**src/ucb_action_selector_macros.svh**
```systemverilog
`ifndef UCB_ACTION_SELECTOR_MACROS_SVH
`define UCB_ACTION_SELECTOR_MACROS_SVH

`ifndef SYNTHESIS
`define UCB_ASSERT_NOW(label, ante, cons, msg) \
    label: assert property (@(posedge clk) disable iff (!rst_n) (ante) |-> (cons)) \
        else $error(msg);
`define UCB_ASSERT_NEXT(label, ante, cons, msg) \
    label: assert property (@(posedge clk) disable iff (!rst_n) (ante) |=> (cons)) \
        else $error(msg);
`else
`define UCB_ASSERT_NOW(label, ante, cons, msg)
`define UCB_ASSERT_NEXT(label, ante, cons, msg)
`endif

`endif

```
**src/ucb_pkg.sv**
```systemverilog
package ucb_pkg;

    localparam int MAX_ACTIONS = 16;
    localparam int CNT_W       = $clog2(MAX_ACTIONS + 1);
    localparam int QDEPTH      = 2;

    localparam logic [31:0] SCORE_MAX = 32'h7FFF_FFFF;
    localparam logic [31:0] SCORE_MIN = 32'h8000_0000;
    localparam logic [31:0] LN2_Q32   = 32'hB172_17F8;

    localparam logic [19:0] BIAS_FACTOR_RST = 20'd65536;
    localparam logic [30:0] MIN_BIAS_RST    = 31'd327680;

    localparam logic REG_BIAS_FACTOR = 1'b0;
    localparam logic REG_MIN_BIAS    = 1'b1;

    localparam int LOG_STEPS = 16;
    localparam int DIV_W     = 37;
    localparam int SQRT_STEPS = 19;

    typedef enum logic [1:0] {
        K_SKIP,
        K_ZERO,
        K_CALC
    } ucb_kind_t;

    typedef struct packed {
        logic [31:0] parent_value;
        logic [23:0] parent_visits;
        logic [31:0] child_value;
        logic [23:0] child_visits;
        logic [3:0]  child_index;
        logic        last;
        ucb_kind_t   kind;
    } ucb_entry_t;

    typedef struct packed {
        logic [19:0] bias_factor;
        logic [30:0] min_bias;
    } ucb_cfg_t;

    typedef enum logic [3:0] {
        B_IDLE,
        B_BIAS,
        B_LOG,
        B_LN,
        B_DIV,
        B_SQRT,
        B_TERM,
        B_SCORE,
        B_DONE
    } ucb_state_t;

endpackage

```
**src/ucb_queue.sv**
```systemverilog
module ucb_queue (
    input  logic               clk,
    input  logic               rst_n,
    input  logic               wr_en,
    input  ucb_pkg::ucb_entry_t wr_data,
    output logic               full,
    input  logic               rd_en,
    output ucb_pkg::ucb_entry_t rd_data,
    output logic               empty
);
    import ucb_pkg::*;
    `include "ucb_action_selector_macros.svh"

    ucb_entry_t mem_reg [QDEPTH];
    logic       wr_ptr_reg, wr_ptr_next;
    logic       rd_ptr_reg, rd_ptr_next;
    logic [1:0] cnt_reg, cnt_next;

    assign full    = (cnt_reg == 2'(QDEPTH));
    assign empty   = (cnt_reg == 2'd0);
    assign rd_data = mem_reg[rd_ptr_reg];

    always_comb
    begin
        wr_ptr_next = wr_ptr_reg ^ wr_en;
        rd_ptr_next = rd_ptr_reg ^ rd_en;
        cnt_next    = cnt_reg + 2'(wr_en) - 2'(rd_en);
    end

    always_ff @(posedge clk or negedge rst_n)
    begin
        if (!rst_n)
        begin
            wr_ptr_reg <= 1'b0;
            rd_ptr_reg <= 1'b0;
            cnt_reg    <= 2'd0;
        end
        else
        begin
            wr_ptr_reg <= wr_ptr_next;
            rd_ptr_reg <= rd_ptr_next;
            cnt_reg    <= cnt_next;
        end
    end

    always_ff @(posedge clk)
    begin
        if (wr_en)
        begin
            mem_reg[wr_ptr_reg] <= wr_data;
        end
    end

    `UCB_ASSERT_NOW(a_no_overflow, wr_en, !full, "queue write while full")
    `UCB_ASSERT_NOW(a_no_underflow, rd_en, !empty, "queue read while empty")
    `UCB_ASSERT_NEXT(a_cnt_track, wr_en && !rd_en, cnt_reg == $past(cnt_reg) + 2'd1,
        "queue count did not advance on write")

endmodule

```
**config.mk**
```make
export PLATFORM = sky130hd
export DESIGN_NAME = ucb_queue
export DESIGN_NICKNAME = d
export VERILOG_FILES = /design/src/ucb_pkg.sv /design/src/ucb_queue.sv
export VERILOG_INCLUDE_DIRS = /design/src /design/src/src
export SDC_FILE = /design/constraint.sdc
export NUM_CORES = 1
export LEC_CHECK = 0
export BUFFER_PORTS_ARGS = -buffer_cell sky130_fd_sc_hd__clkbuf_2
export CAP_MARGIN = 30
export CORE_ASPECT_RATIO = 0.7
export CORE_MARGIN = 2
export CORE_UTILIZATION = 47
export CTS_CLUSTER_SIZE = 40
export DETAILED_ROUTE_END_ITERATION = 8
export PLACE_DENSITY = 0.76
export RECOVER_POWER = 100
export SLEW_MARGIN = 5
export SYNTH_ARGS = -nofsm -noshare
export SYNTH_HDL_FRONTEND = slang
export SYNTH_SLANG_ARGS = --single-unit
```
**constraint.sdc**
```tcl
create_clock -name clk -period 3.5 [get_ports clk]
set_input_delay 0.7 -clock clk [delete_from_list [all_inputs] [get_ports clk]]
set_output_delay 0.7 -clock clk [all_outputs]
set_load 0.005 [all_outputs]
```
==> impl_summary.log <==
[metrics] synthesis-to-finish area growth: 22.17%
[metrics] syn nets: 513
[metrics] number of flip-flops in the largest register: 238
[metrics] final RePlAce weighted congestion: 0.7978
[metrics] via count normalized by instance count: 4.948
[metrics] number of antenna diodes: 0
[metrics] Worst Reg2Reg Path Length in Cells: 2
[metrics] share of the clock period used by the worst path after layout: 84.28%
[metrics] status: finished with violations
[metrics] clk slew on worst S/H paths: 0.06 ns
[metrics] TritonCTS buffer count: 23
[metrics] worst hold path startpoint: wr_data[104]
[metrics] maximum clock skew at final layout: 0.01228 ns
[metrics] wire length of the first global-routing pass: 24.96 mm
[metrics] Avg Synthesized Cell Area: 22.87 um2
[metrics] quantity of I/O buffers inserted on ports: 243
[metrics] antenna-violating nets left: 0
[metrics] cell at the root of the clock tree: sky130_fd_sc_hd__clkbuf_16
[metrics] starting utilization of the core area: 48.48%
[metrics] DR vias: 4,463
[metrics] endpoint class of the critical path: primary output
[metrics] Max-cap violations: 1
[metrics] TritonCTS clock tree: built
[metrics] Req. time, crit path: 2.80 ns
[metrics] Bufs on Longest Clock Path: 3
[metrics] setup violators final: 0
[metrics] number of iterations in the first detailed-routing pass: 4
[metrics] number of nets in the layout: 776
[metrics] element type at the critical path start: register
[metrics] Max-slew headroom: -21.05%
[metrics] number of register bits inferred by synthesis: 242
[metrics] number of gates given a new drive strength after cts: 0
[metrics] buffers inserted by post-CTS timing repair: 0
[metrics] layout cell share with drive strength beyond 1: 35.44%
[metrics] number of rows created at floorplan: 41
[metrics] leakage power: 3.751 nW
[metrics] largest area contributor in the synthesized netlist: sky130_fd_sc_hd__edfxtp_1
[metrics] proportion of netlist area held by the largest area contributor: 80.95%
[metrics] fmax: 339.0 MHz
[metrics] Chip Width: 167.8 um
[metrics] register area share after synthesis: 82.09%
[metrics] detailed router's first-iteration violation count: 263
[metrics] Total Die Area: 19,910 um2
[metrics] capture instance of the worst register-to-register path: mem_reg[1][27]
[metrics] total power divided by cell area: 782.0 nW/um2
[metrics] drt wl/cell: 18.35 um
[metrics] total detailed-routing wirelength: 16.55 mm
[metrics] count of warnings emitted by yosys: 0
[metrics] IR drop worst, VDD: 0.4908 mV
[metrics] final HPWL from detailed placement: 11.24 mm
[metrics] Mapped Area: 8828 um2
[metrics] WS Path Type: register to primary output
[metrics] grt total ovfl: 0
[metrics] Tightest Hold Check Type: input pin to register
[metrics] violations in the final reports: capacitance limit, slew limit
[metrics] Final Hold Fails: 0
[metrics] area of the core: 18,210 um2
[metrics] TNS Setup: 0 ns
[metrics] IO Pins: 244
[metrics] number of antenna violations at the first check in global routing: 0
[metrics] instance count of the mapped netlist: 386
[metrics] Worst Hold End: mem_reg[0][104]
[metrics] pin count of the biggest net entering global routing: 56
[metrics] number of pins with negative max-slew slack in the final report: 38
[metrics] clock net sink count: 242
[metrics] clock period minus final worst setup slack: 2.950 ns
[metrics] Register-to-Register Setup Slack: 0.68 ns
[metrics] total global routing track utilization: 16.11%
[metrics] worst hold slack: 0.3803 ns
[metrics] later-pin clock latency in the skew report: 0.50 ns
[metrics] final standard cell utilization of the core: 59.22%
[metrics] Worst Max-Slew Pin Slew: 1.816 ns
[metrics] reg-to-reg startpoint: wr_ptr_reg
[metrics] setup repair after global routing missed its margin: false
[metrics] DRC: 0
[metrics] Cells on Worst Hold Path: 1
[metrics] leading cell types by total area after synthesis: sky130_fd_sc_hd__edfxtp_1 81%, sky130_fd_sc_hd__mux2_2 15%, sky130_fd_sc_hd__buf_6 1.4%
[metrics] H-tree depth: 1
[metrics] maximum net fanout on the critical path: 38
[metrics] arrival time of the worst setup path: 2.25 ns
[metrics] number of global-route vias before repair: 4,779
[metrics] die height: 118.7 um
[metrics] overall power: 8.435 mW
[metrics] Distinct cells, synth: 11
## cells in the mapped netlist (all sizes together)
| cell type | instances |
|---|---|
| edfxtp | 238 |
| mux2 | 119 |
| buf | 13 |
| dfrtp | 4 |
| ha | 4 |
| inv | 4 |
| nor2 | 1 |
| nor2b | 1 |
| xor2 | 1 |
| xor3 | 1 |
## cells by family (layout without fill, tap and decap cells)
kind of cell	count (synthesis)	in the layout	synth area share (%)
mux	119	119	15.18
xor+xnor	2	2	0.3685
simple gates	2	2	0.1134
buf+inv	17	297	1.686
flops	242	242	82.09
fa+ha+maj	4	4	0.5669
## worst max path at each step
| stage | endpoint | cells past startpoint | startpoint | slack [ns] |
|---|---|---|---|---|
| finish | rd_data[90] | 3 | rd_ptr_reg | 0.55 |
| global route | mem_reg[1][58] | 2 | wr_ptr_reg | 0.40 |
| CTS | rd_data[90] | 3 | rd_ptr_reg | 0.53 |
| detailed placement | rd_data[90] | 3 | rd_ptr_reg | 1.06 |
| global placement | rd_data[31] | 3 | rd_ptr_reg | 1.12 |
| floorplan | mem_reg[1][0] | 1 | wr_en | 0.81 |
## layer usage
| metal | track usage, % | part of all wire, % | up-vias |
|---|---|---|---|
| li1 | - | - | 2058 |
| met1 | 19.39 | 40 | 2197 |
| met2 | 27.01 | 48 | 180 |
| met3 | 6.631 | 10 | 28 |
| met4 | 4.185 | 2.0 | 0 |
| met5 | 0 | 0 | - |
## through the flow
step           instances  setup WS [ns]  instance area (um2)
2_1_floorplan        386         0.8081                 8833
3_3_place_gp         859          1.118                10320
3_5_place_dp         859          1.062                10320
4_1_cts              902         0.5276                11020
5_1_grt              902         0.4006                10790
6_report             902         0.5503                10790
## cell usage in the layout (no fill, tap or decap), drive strengths merged, types with 4 or more instances in the layout
cell | netlist | layout
buf | 13 | 4
clkbuf | 0 | 279
clkinv | 0 | 6
dfrtp | 4 | 4
edfxtp | 238 | 238
ha | 4 | 4
inv | 4 | 6
mux2 | 119 | 119
## power by group
group / switching (mW) / internal (mW) / leakage [nW]
Combinational: 1.06 / 1.03 / 1.13
Clock: 0.981 / 1.30 / 0.337
Sequential: 0.206 / 3.86 / 2.28
Total: 2.25 / 6.18 / 3.75
## final cells by class
type / count / area (um2)
timing repair buffer: 251 / 1104
sequential: 242 / 7251
multi-input combinational: 127 / 1433
inverter: 4 / 15.01
fill: 1445 / 7426
clock inverter: 9 / 75.07
tap: 236 / 295.3
clock buffer: 33 / 613.1
## timing repair
action / in CTS / in global routing
endpoints found under the setup margin: 0 / 0
hold buffers: 1 / 0
endpoints found under the hold margin: 4 / 0
## critical path, cell delays in order (launching register included)
cell	delay, ns
sky130_fd_sc_hd__dfrtp_4	0.76
sky130_fd_sc_hd__buf_4	0.45
sky130_fd_sc_hd__mux2_2	0.39
sky130_fd_sc_hd__clkbuf_1	0.12
No activity file was read; power rests on OpenSTA's default activity.
