`config.mk`:
```
export PLATFORM = sky130hd
export DESIGN_NAME = ucb_front
export DESIGN_NICKNAME = d
export VERILOG_FILES = /design/src/ucb_action_selector_macros.svh /design/src/ucb_pkg.sv /design/src/ucb_front.sv
export SDC_FILE = /design/constraint.sdc
export NUM_CORES = 1
export LEC_CHECK = 0
export BUFFER_PORTS_ARGS = -buffer_cell sky130_fd_sc_hd__clkbuf_2
export CAP_MARGIN = 20
export CORE_AREA = 4 4 91 93
export DETAILED_ROUTE_END_ITERATION = 12
export DIE_AREA = 0 0 95 97
export PLACE_DENSITY = 0.61
export REMOVE_ABC_BUFFERS = 1
export SYNTH_ARGS = -nofsm -noshare
export SYNTH_HDL_FRONTEND = slang
export SYNTH_SLANG_ARGS = --single-unit
```
`constraint.sdc`:
```
create_clock -name clk -period 1.7 [get_ports clk]
set_clock_uncertainty 0.2 [all_clocks]
set_input_delay 0.34 -clock clk [delete_from_list [all_inputs] [get_ports clk]]
set_output_delay 0.34 -clock clk [all_outputs]
set_load 0.02 [all_outputs]
```
`src/ucb_action_selector_macros.svh`:
```
`ifndef UCB_ACTION_SELECTOR_MACROS_SVH
`define UCB_ACTION_SELECTOR_MACROS_SVH

`ifndef SYNTHESIS
`define UCB_ASSERT_NOW(label, ante, cons, msg) \
    label: assert property (@(posedge clk) disable iff (!rst_n) (ante) |-> (cons)) \
        else $error(msg);
`define UCB_ASSERT_NEXT(label, ante, cons, msg) \
    label: assert property (@(posedge clk) disable iff (!rst_n) (ante) |=> (cons)) \
        else $error(msg);
`else
`define UCB_ASSERT_NOW(label, ante, cons, msg)
`define UCB_ASSERT_NEXT(label, ante, cons, msg)
`endif

`endif

```
`src/ucb_pkg.sv`:
```
package ucb_pkg;

    localparam int MAX_ACTIONS = 16;
    localparam int CNT_W       = $clog2(MAX_ACTIONS + 1);
    localparam int QDEPTH      = 2;

    localparam logic [31:0] SCORE_MAX = 32'h7FFF_FFFF;
    localparam logic [31:0] SCORE_MIN = 32'h8000_0000;
    localparam logic [31:0] LN2_Q32   = 32'hB172_17F8;

    localparam logic [19:0] BIAS_FACTOR_RST = 20'd65536;
    localparam logic [30:0] MIN_BIAS_RST    = 31'd327680;

    localparam logic REG_BIAS_FACTOR = 1'b0;
    localparam logic REG_MIN_BIAS    = 1'b1;

    localparam int LOG_STEPS = 16;
    localparam int DIV_W     = 37;
    localparam int SQRT_STEPS = 19;

    typedef enum logic [1:0] {
        K_SKIP,
        K_ZERO,
        K_CALC
    } ucb_kind_t;

    typedef struct packed {
        logic [31:0] parent_value;
        logic [23:0] parent_visits;
        logic [31:0] child_value;
        logic [23:0] child_visits;
        logic [3:0]  child_index;
        logic        last;
        ucb_kind_t   kind;
    } ucb_entry_t;

    typedef struct packed {
        logic [19:0] bias_factor;
        logic [30:0] min_bias;
    } ucb_cfg_t;

    typedef enum logic [3:0] {
        B_IDLE,
        B_BIAS,
        B_LOG,
        B_LN,
        B_DIV,
        B_SQRT,
        B_TERM,
        B_SCORE,
        B_DONE
    } ucb_state_t;

endpackage

```
`src/ucb_front.sv`:
```
module ucb_front (
    input  logic               clk,
    input  logic               rst_n,
    input  logic               push,
    output logic               full,
    input  logic [31:0]        parent_value,
    input  logic [23:0]        parent_visits,
    input  logic [31:0]        child_value,
    input  logic [23:0]        child_visits,
    input  logic [3:0]         child_index,
    input  logic               last,
    input  logic               q_full,
    output logic               q_wr,
    output ucb_pkg::ucb_entry_t q_data
);
    import ucb_pkg::*;

    logic [CNT_W-1:0] count_reg, count_next;
    logic             zero_seen_reg, zero_seen_next;
    logic             accept;
    logic             counted;
    logic             zero_vis;

    assign full     = q_full;
    assign accept   = push && !q_full;
    assign q_wr     = accept;
    assign counted  = (count_reg < CNT_W'(MAX_ACTIONS));
    assign zero_vis = (child_visits == 24'd0);

    always_comb
    begin
        q_data.parent_value  = parent_value;
        q_data.parent_visits = parent_visits;
        q_data.child_value   = child_value;
        q_data.child_visits  = child_visits;
        q_data.child_index   = child_index;
        q_data.last          = last;
        q_data.kind          = K_SKIP;
        if (counted && !zero_seen_reg)
        begin
            q_data.kind = zero_vis ? K_ZERO : K_CALC;
        end

        count_next     = count_reg;
        zero_seen_next = zero_seen_reg;
        if (accept)
        begin
            if (counted)
            begin
                count_next     = count_reg + CNT_W'(1);
                zero_seen_next = zero_seen_reg || zero_vis;
            end
            if (last)
            begin
                count_next     = '0;
                zero_seen_next = 1'b0;
            end
        end
    end

    always_ff @(posedge clk or negedge rst_n)
    begin
        if (!rst_n)
        begin
            count_reg     <= '0;
            zero_seen_reg <= 1'b0;
        end
        else
        begin
            count_reg     <= count_next;
            zero_seen_reg <= zero_seen_next;
        end
    end

endmodule

```
==> summary.md, run 1 <==
| Metric | Value |
|---|---|
| Status | finished with violations |
| Failing checks | setup timing |
| Flops & latches, synth | 6 |
| RSZ-0062 raised after global routing | true |
| # diodes | 0 |
| Post-DP HPWL | 11000 um |
| Power density over the cells | 645 nW/um^2 |
| Max_cap viols | 0 |
| Adder-Cell Fraction of Synth Area | 0.961% |
| Total track usage | around a quarter |
| Clock sink count | 6 |
| CORE AREA | ~7500 um^2 |
| Die Span X | approximately 95 um |
| Total Wirelength | approximately 12000 um |
| Final Slew Violations | 0 |
| Clock Path Buffers | 2 |
| Layout cells sized above 1 | roughly 65% |
| Die footprint | slightly above 9000 um^2 |
| Seq/Total Area, Yosys | between 10% and 20% |
| Pleak | ~0.46 nW |
| Compound-Gate Fraction of Synth Area | 5.48% |
| DRC viols | 0 |
| CP startpoint kind | input pin |
| Design area | between 900 and 1000 um^2 |
| Final setup viols | 2 |
| Critical path class | input pin to primary output |
| Hold Path Class | input pin to register |
| Largest net degree at the start of global routing | 8 |
| Fill count | between 800 and 900 |
| Total CTS buffers | 3 |
| Cell Area, Synth | approximately 1300 um^2 |
| Post-DP Area | between 800 and 900 um^2 |
| Aggregate global routing overflow | 0 |
| Hold Crit Start | last |
| CTS H-tree depth | 1 |
| Achievable clock frequency | approximately 540 MHz |
| WL/cell | 54.4 um |
| First-pass GRT wire length | 13000 um |
| 1st-iter DRT viols | 28 |
| Max reg flops | 5 |
| Avg Cell Area, Syn | 7.99 um^2 |
| Post-Synth Simple-Gate Area | a little under an eighth |
| Ys Warns | 0 |
| Peak supply drop | ~320 uV |
| Post-DRT Antenna Nets | 0 |
| First-pass detailed-route iteration total | 4 |
| Area Overhead vs Synth | -23.6% |
| Worst-Skew Late Latency | approximately 230 ps |
| Starting Density | around 17% |
| Worst r2r src | count_reg[4]$_DFFE_PN0P_ |
| Critical R2R Capture | zero_seen_reg$_DFFE_PN0P_ |
| Final hold vios | 0 |
| R2R setup slack | roughly 250 ps |
| Most common cell after layout, fill and taps aside | clkbuf_2 |
| GPL Wtd Cong | 0.981 |
| Fin crit share | 109% |
| Cell count after synthesis | between 150 and 200 |
| Crit path capture type | primary output |
| Data arrival, critical path | ~1300 ps |
| Critical path endpoint | q_data[0] |
| Initial antenna violation count | 0 |
| Minimum clock period | approximately 1900 ps |
| Post-route setup TNS | -278 ps |
| CTS clk-pin slew, worst paths | approximately 40 ps |
| Critical path origin | child_visits[12] |
| Via count | around 850 |
| Via density | about 4.0 |
| Die Height | ~97 um |
| Nets | 234 |
| FP Rows | 32 |
| Reg2reg path depth | 4 |
| Worst-path maximum fanout | 3 |
| Mux contribution to synthesized area | 1.54% |
| Most frequent cells in the layout | 51 x clkbuf_2, 6 x nand2_1, 6 x dfrtp_1, 6 x buf_4, 5 x buf_6 |
| Slew HR | between 80% and 90% |
| Final WS setup | -153 ps |
| Xor and xnor fraction of the mapped netlist area | 0% |
| Actual slew at the worst max-slew pin | roughly 240 ps |
| Post-synth cell types | 24 |
| I/O Buffers | 57 |
| CP required | around 1200 ps |
| IO Count | 242 |
| Vias in the first global route | 790 |
| Clk root buf | clkbuf_8 |
| CTS tree | yes |
| Largest family of logic cells by synthesized area | buffers and inverters |
==> synth_stat cells <==
library cell | instances | area share [%]
a21oi_1 | 2 | 0.77
a22oi_1 | 1 | 0.58
a41oi_1 | 1 | 0.67
buf_2 | 1 | 0.38
buf_4 | 118 | 68
dfrtp_1 | 6 | 12
ha_1 | 1 | 0.96
inv_1 | 2 | 0.58
mux2i_1 | 2 | 1.5
nand2_1 | 6 | 1.7
nand2b_1 | 1 | 0.48
nand3b_1 | 1 | 0.58
nand4_1 | 1 | 0.48
nand4b_1 | 1 | 0.67
nor2_1 | 1 | 0.29
nor2b_1 | 1 | 0.48
nor3b_1 | 1 | 0.58
nor3b_2 | 1 | 0.96
nor4_1 | 3 | 1.4
nor4_2 | 4 | 3.8
o21a_1 | 1 | 0.58
o21ai_0 | 3 | 1.2
o21ai_1 | 3 | 1.2
o31ai_1 | 1 | 0.58
==> layer usage <==
layer / routed length, um / up-vias / part of all wire, % / track usage (%)
li1: - / 307 / - / -
met1: 1060 / 316 / 9.2 / 6.36
met2: 6060 / 214 / 52 / 42.7
met3: 4300 / 6 / 37 / 42.1
met4: 78 / 2 / 0.68 / 2.55
met5: 34 / - / 0.29 / 4.17
==> critical path: stages <==
cell and delay [ps]:
clkbuf_2 110, nor4_4 260, nand4_1 210, nor4_2 200, buf_4 190
==> area by class of cell <==
| type | instances | area, um^2 | share of cell area, % |
|---|---|---|---|
| Tap cell | 102 | 128 | 12.8 |
| Clock buffer | 3 | 41.3 | 4.15 |
| Inverter | 2 | 7.51 | 0.755 |
| Multi-Input combinational cell | 36 | 302 | 30.3 |
| Sequential cell | 6 | 150 | 15.1 |
| Timing Repair Buffer | 63 | 367 | 36.9 |
==> logic make-up (layout without fill, tap and decap cells) <==
group,count (synthesis),in the layout
AO/OA/AOI/OAI,12,12
adder cells (fa/ha/maj),1,1
buffers and inverters,121,68
flip-flops,6,6
multiplexers,2,2
AND/OR/NAND/NOR,21,21
==> timing repair <==
| action | 4_1_cts | 5_1_grt |
|---|---|---|
| setup buffers | 0 | 0 |
| endpoints found under the hold margin | 6 | 0 |
| hold buffers | 1 | 0 |
| endpoints found under the setup margin | 2 | 2 |
| resized for setup | 0 | 19 |
| pin swaps | 2 | 2 |
==> worst min path at each step <==
stage,end,cells past startpoint
floorplan,count_reg[0]$_DFFE_PN0P_,0
global placement,count_reg[4]$_DFFE_PN0P_,1
detailed placement,count_reg[4]$_DFFE_PN0P_,1
CTS,count_reg[0]$_DFFE_PN0P_,2
global route,count_reg[0]$_DFFE_PN0P_,2
finish,count_reg[0]$_DFFE_PN0P_,2
==> stage by stage <==
| stage | instances | hold WS (ps) | worst slack (ps) | util (%) | power [mW] |
|---|---|---|---|---|---|
| 4_1_cts | 212 | 212 | -227 | 12.1 | 0.624 |
| 3_3_place_gp | 208 | -19.6 | -216 | 11.5 | 0.391 |
| 3_5_place_dp | 208 | -15.3 | -224 | 11.5 | 0.397 |
| 5_1_grt | 212 | 225 | -263 | 13.2 | 0.680 |
| 6_report | 212 | 206 | -153 | 13.2 | 0.642 |
| 2_1_floorplan | 44 | -156 | -231 | - | 0.246 |
==> where the power goes <==
part / switching, mW / internal, mW / leakage, nW
registers: 0.0251 / 0.165 / 0.0756
clock network: 0.0710 / 0.153 / 0.0216
logic: 0.129 / 0.0981 / 0.367
total: 0.225 / 0.416 / 0.464
Note: power is estimated with default switching activity, not from simulation.
==> inputs of run 2 (changes only) <==
REMOVE_ABC_BUFFERS = not set   (was 1)
==> summary.md, run 2 (same netlist as run 1, synthesis figures left out) <==
| Metric | Value |
|---|---|
| First-pass GRT wire length | around 4600 um |
| Status | finished with violations |
| Max_cap viols | 0 |
| CP cell instances | buf_8 > nor4_4 > nand4_1 > o21a_1 > buf_6 |
| Final setup viols | 2 |
| Initial antenna violation count | 0 |
| CTS H-tree depth | 1 |
| Worst-Skew Late Latency | between 200 and 250 ps |
| Peak supply drop | 164 uV |
| Via count | 807 |
| Power density over the cells | between 600 and 700 nW/um^2 |
| Area Overhead vs Synth | -21.6% |
| IO Count | roughly 240 |
| Achievable clock frequency | about 540 MHz |
| Aggregate global routing overflow | 0 |
| First-pass detailed-route iteration total | 2 |
| DRC viols | 0 |
| Pleak | 0.493 nW |
| Worst-path maximum fanout | 3 |
| Final WS setup | -161 ps |
| I/O Buffers | between 50 and 60 |
| FP Rows | 32 |
| Hold Path Class | input pin to register |
| Clock Path Buffers | 2 |
| RSZ-0062 raised after global routing | true |
| CP required | 1160 ps |
| Fill count | 876 |
| GR Util met3 | under 10% |
| CORE AREA | roughly 7500 um^2 |
| Met2 Use GR | 11.3% |
| Design area | just over 1000 um^2 |
| WL/cell | 15.6 um |
| GPL Wtd Cong | 0.711 |
| Slew HR | 74.5% |
| Most frequent cells in the layout | 54 x clkbuf_2, 14 x buf_4, 6 x nand2_1, 6 x dfrtp_1 |
| Die Height | 97 um |
| Total CTS buffers | 3 |
| Vias in the first global route | between 700 and 800 |
| Starting Density | 17.3% |
| Data arrival, critical path | around 1300 ps |
| Clk root buf | clkbuf_8 |
| Final Slew Violations | 0 |
| Fin crit share | 109% |
| Max reg flops | 5 |
| Met1 Use GR | under 10% |
| Largest net degree at the start of global routing | 10 |
| Crit-path slowest cell | nor4_4 |
| Total track usage | 7.10% |
| Failing checks | setup timing |
| # diodes | 0 |
| Total Wirelength | about 3400 um |
| Syn nets | roughly 290 |
| Die footprint | around 9200 um^2 |
| 1st-iter DRT viols | 3 |
| Critical path class | input pin to primary output |
| Final hold vios | 0 |
| Layer with the highest usage | met2 |
| Post-DRT Antenna Nets | 0 |
| Final Non-Filler Cells | between 200 and 250 |
| Minimum clock period | between 1500 and 2000 ps |
| Max incr delay on CP | approximately 290 ps |
| Post-route setup TNS | -301 ps |
| Nets | roughly 240 |
| Actual slew at the worst max-slew pin | roughly 380 ps |
| Post-DP HPWL | 3050 um |
| Clock sink count | 6 |
| Placed Cells incl. Taps | about 220 |
| Most common cell after layout, fill and taps aside | clkbuf_2 |
| Post-DP Area | a little over 900 um^2 |
| Layout cells sized above 1 | just under 70% |
| Die Span X | approximately 95 um |
| CTS tree | yes |
| Crit path capture type | primary output |
| CP startpoint kind | input pin |
| Via density | 3.67 |
| CTS clk-pin slew, worst paths | around 40 ps |
[run 2: cell count changes in the layout (fill, tap and decap cells not counted), sizes merged]
cell and delta:
buf +5, clkbuf +3
[run 2: worst paths after layout]
path	startpoint	to	slack [ps]	cells past startpoint
worst max register to register	count_reg[4]$_DFFE_PN0P_	zero_seen_reg$_DFFE_PN0P_	220	3
worst max-delay path	child_visits[17]	q_data[1]	-160	5
max in group asynchronous	rst_n	count_reg[1]$_DFFE_PN0P_	860	2
worst min register to register	count_reg[1]$_DFFE_PN0P_	count_reg[1]$_DFFE_PN0P_	330	2
worst min-delay path	last	count_reg[4]$_DFFE_PN0P_	230	2
min in group asynchronous	rst_n	count_reg[0]$_DFFE_PN0P_	290	2
[run 2: worst max-delay path: cells and delay by family]
kind                   cells  cell delay (ps)
AND/OR/NAND/NOR            2              510
AO/OA/AOI/OAI              1              240
buffers and inverters      2              230
[run 2: cell type report]
cell class	count	area, um^2	share of cell area, %
clock buffers	3	41.3	4.04
well taps	102	128	12.5
repair buffers	71	412	40.3
inverters	2	7.51	0.735
multi-input cells	36	283	27.7
flip-flops and latches	6	150	14.7
[run 2: what timing repair did]
item,in CTS,in global routing
setup endpoints to repair,2,3
endpoints found under the hold margin,6,0
pin swaps,1,4
resized for setup,1,10
buffers inserted,1,0
hold buffers,1,0
[run 2: metal layers]
metal  share of wire (%)  up-vias  routed length, um
li1                    -      323                  -
met1                  21      331                726
met2                  44      105               1520
met3                  25       48                842
met4                 9.9        0                340
met5                   0        -                  0
[run 2: stage by stage]
stage	hold slack, ps	utilization (%)	setup slack, ps	total power, mW
2_1_floorplan	-156	-	73.4	0.655
3_3_place_gp	-22.8	12.4	-230	0.405
3_5_place_dp	-21.4	12.4	-265	0.409
4_1_cts	245	13.2	-204	0.633
5_1_grt	245	13.6	-260	0.672
6_report	233	13.6	-161	0.628
[run 2: report_power, final]
| part | total (mW) | leakage, nW | switching [mW] | internal, mW |
|---|---|---|---|---|
| sequential | 0.194 | 0.0756 | 0.0294 | 0.165 |
| clock | 0.213 | 0.0216 | 0.0610 | 0.152 |
| combinational | 0.221 | 0.396 | 0.119 | 0.101 |
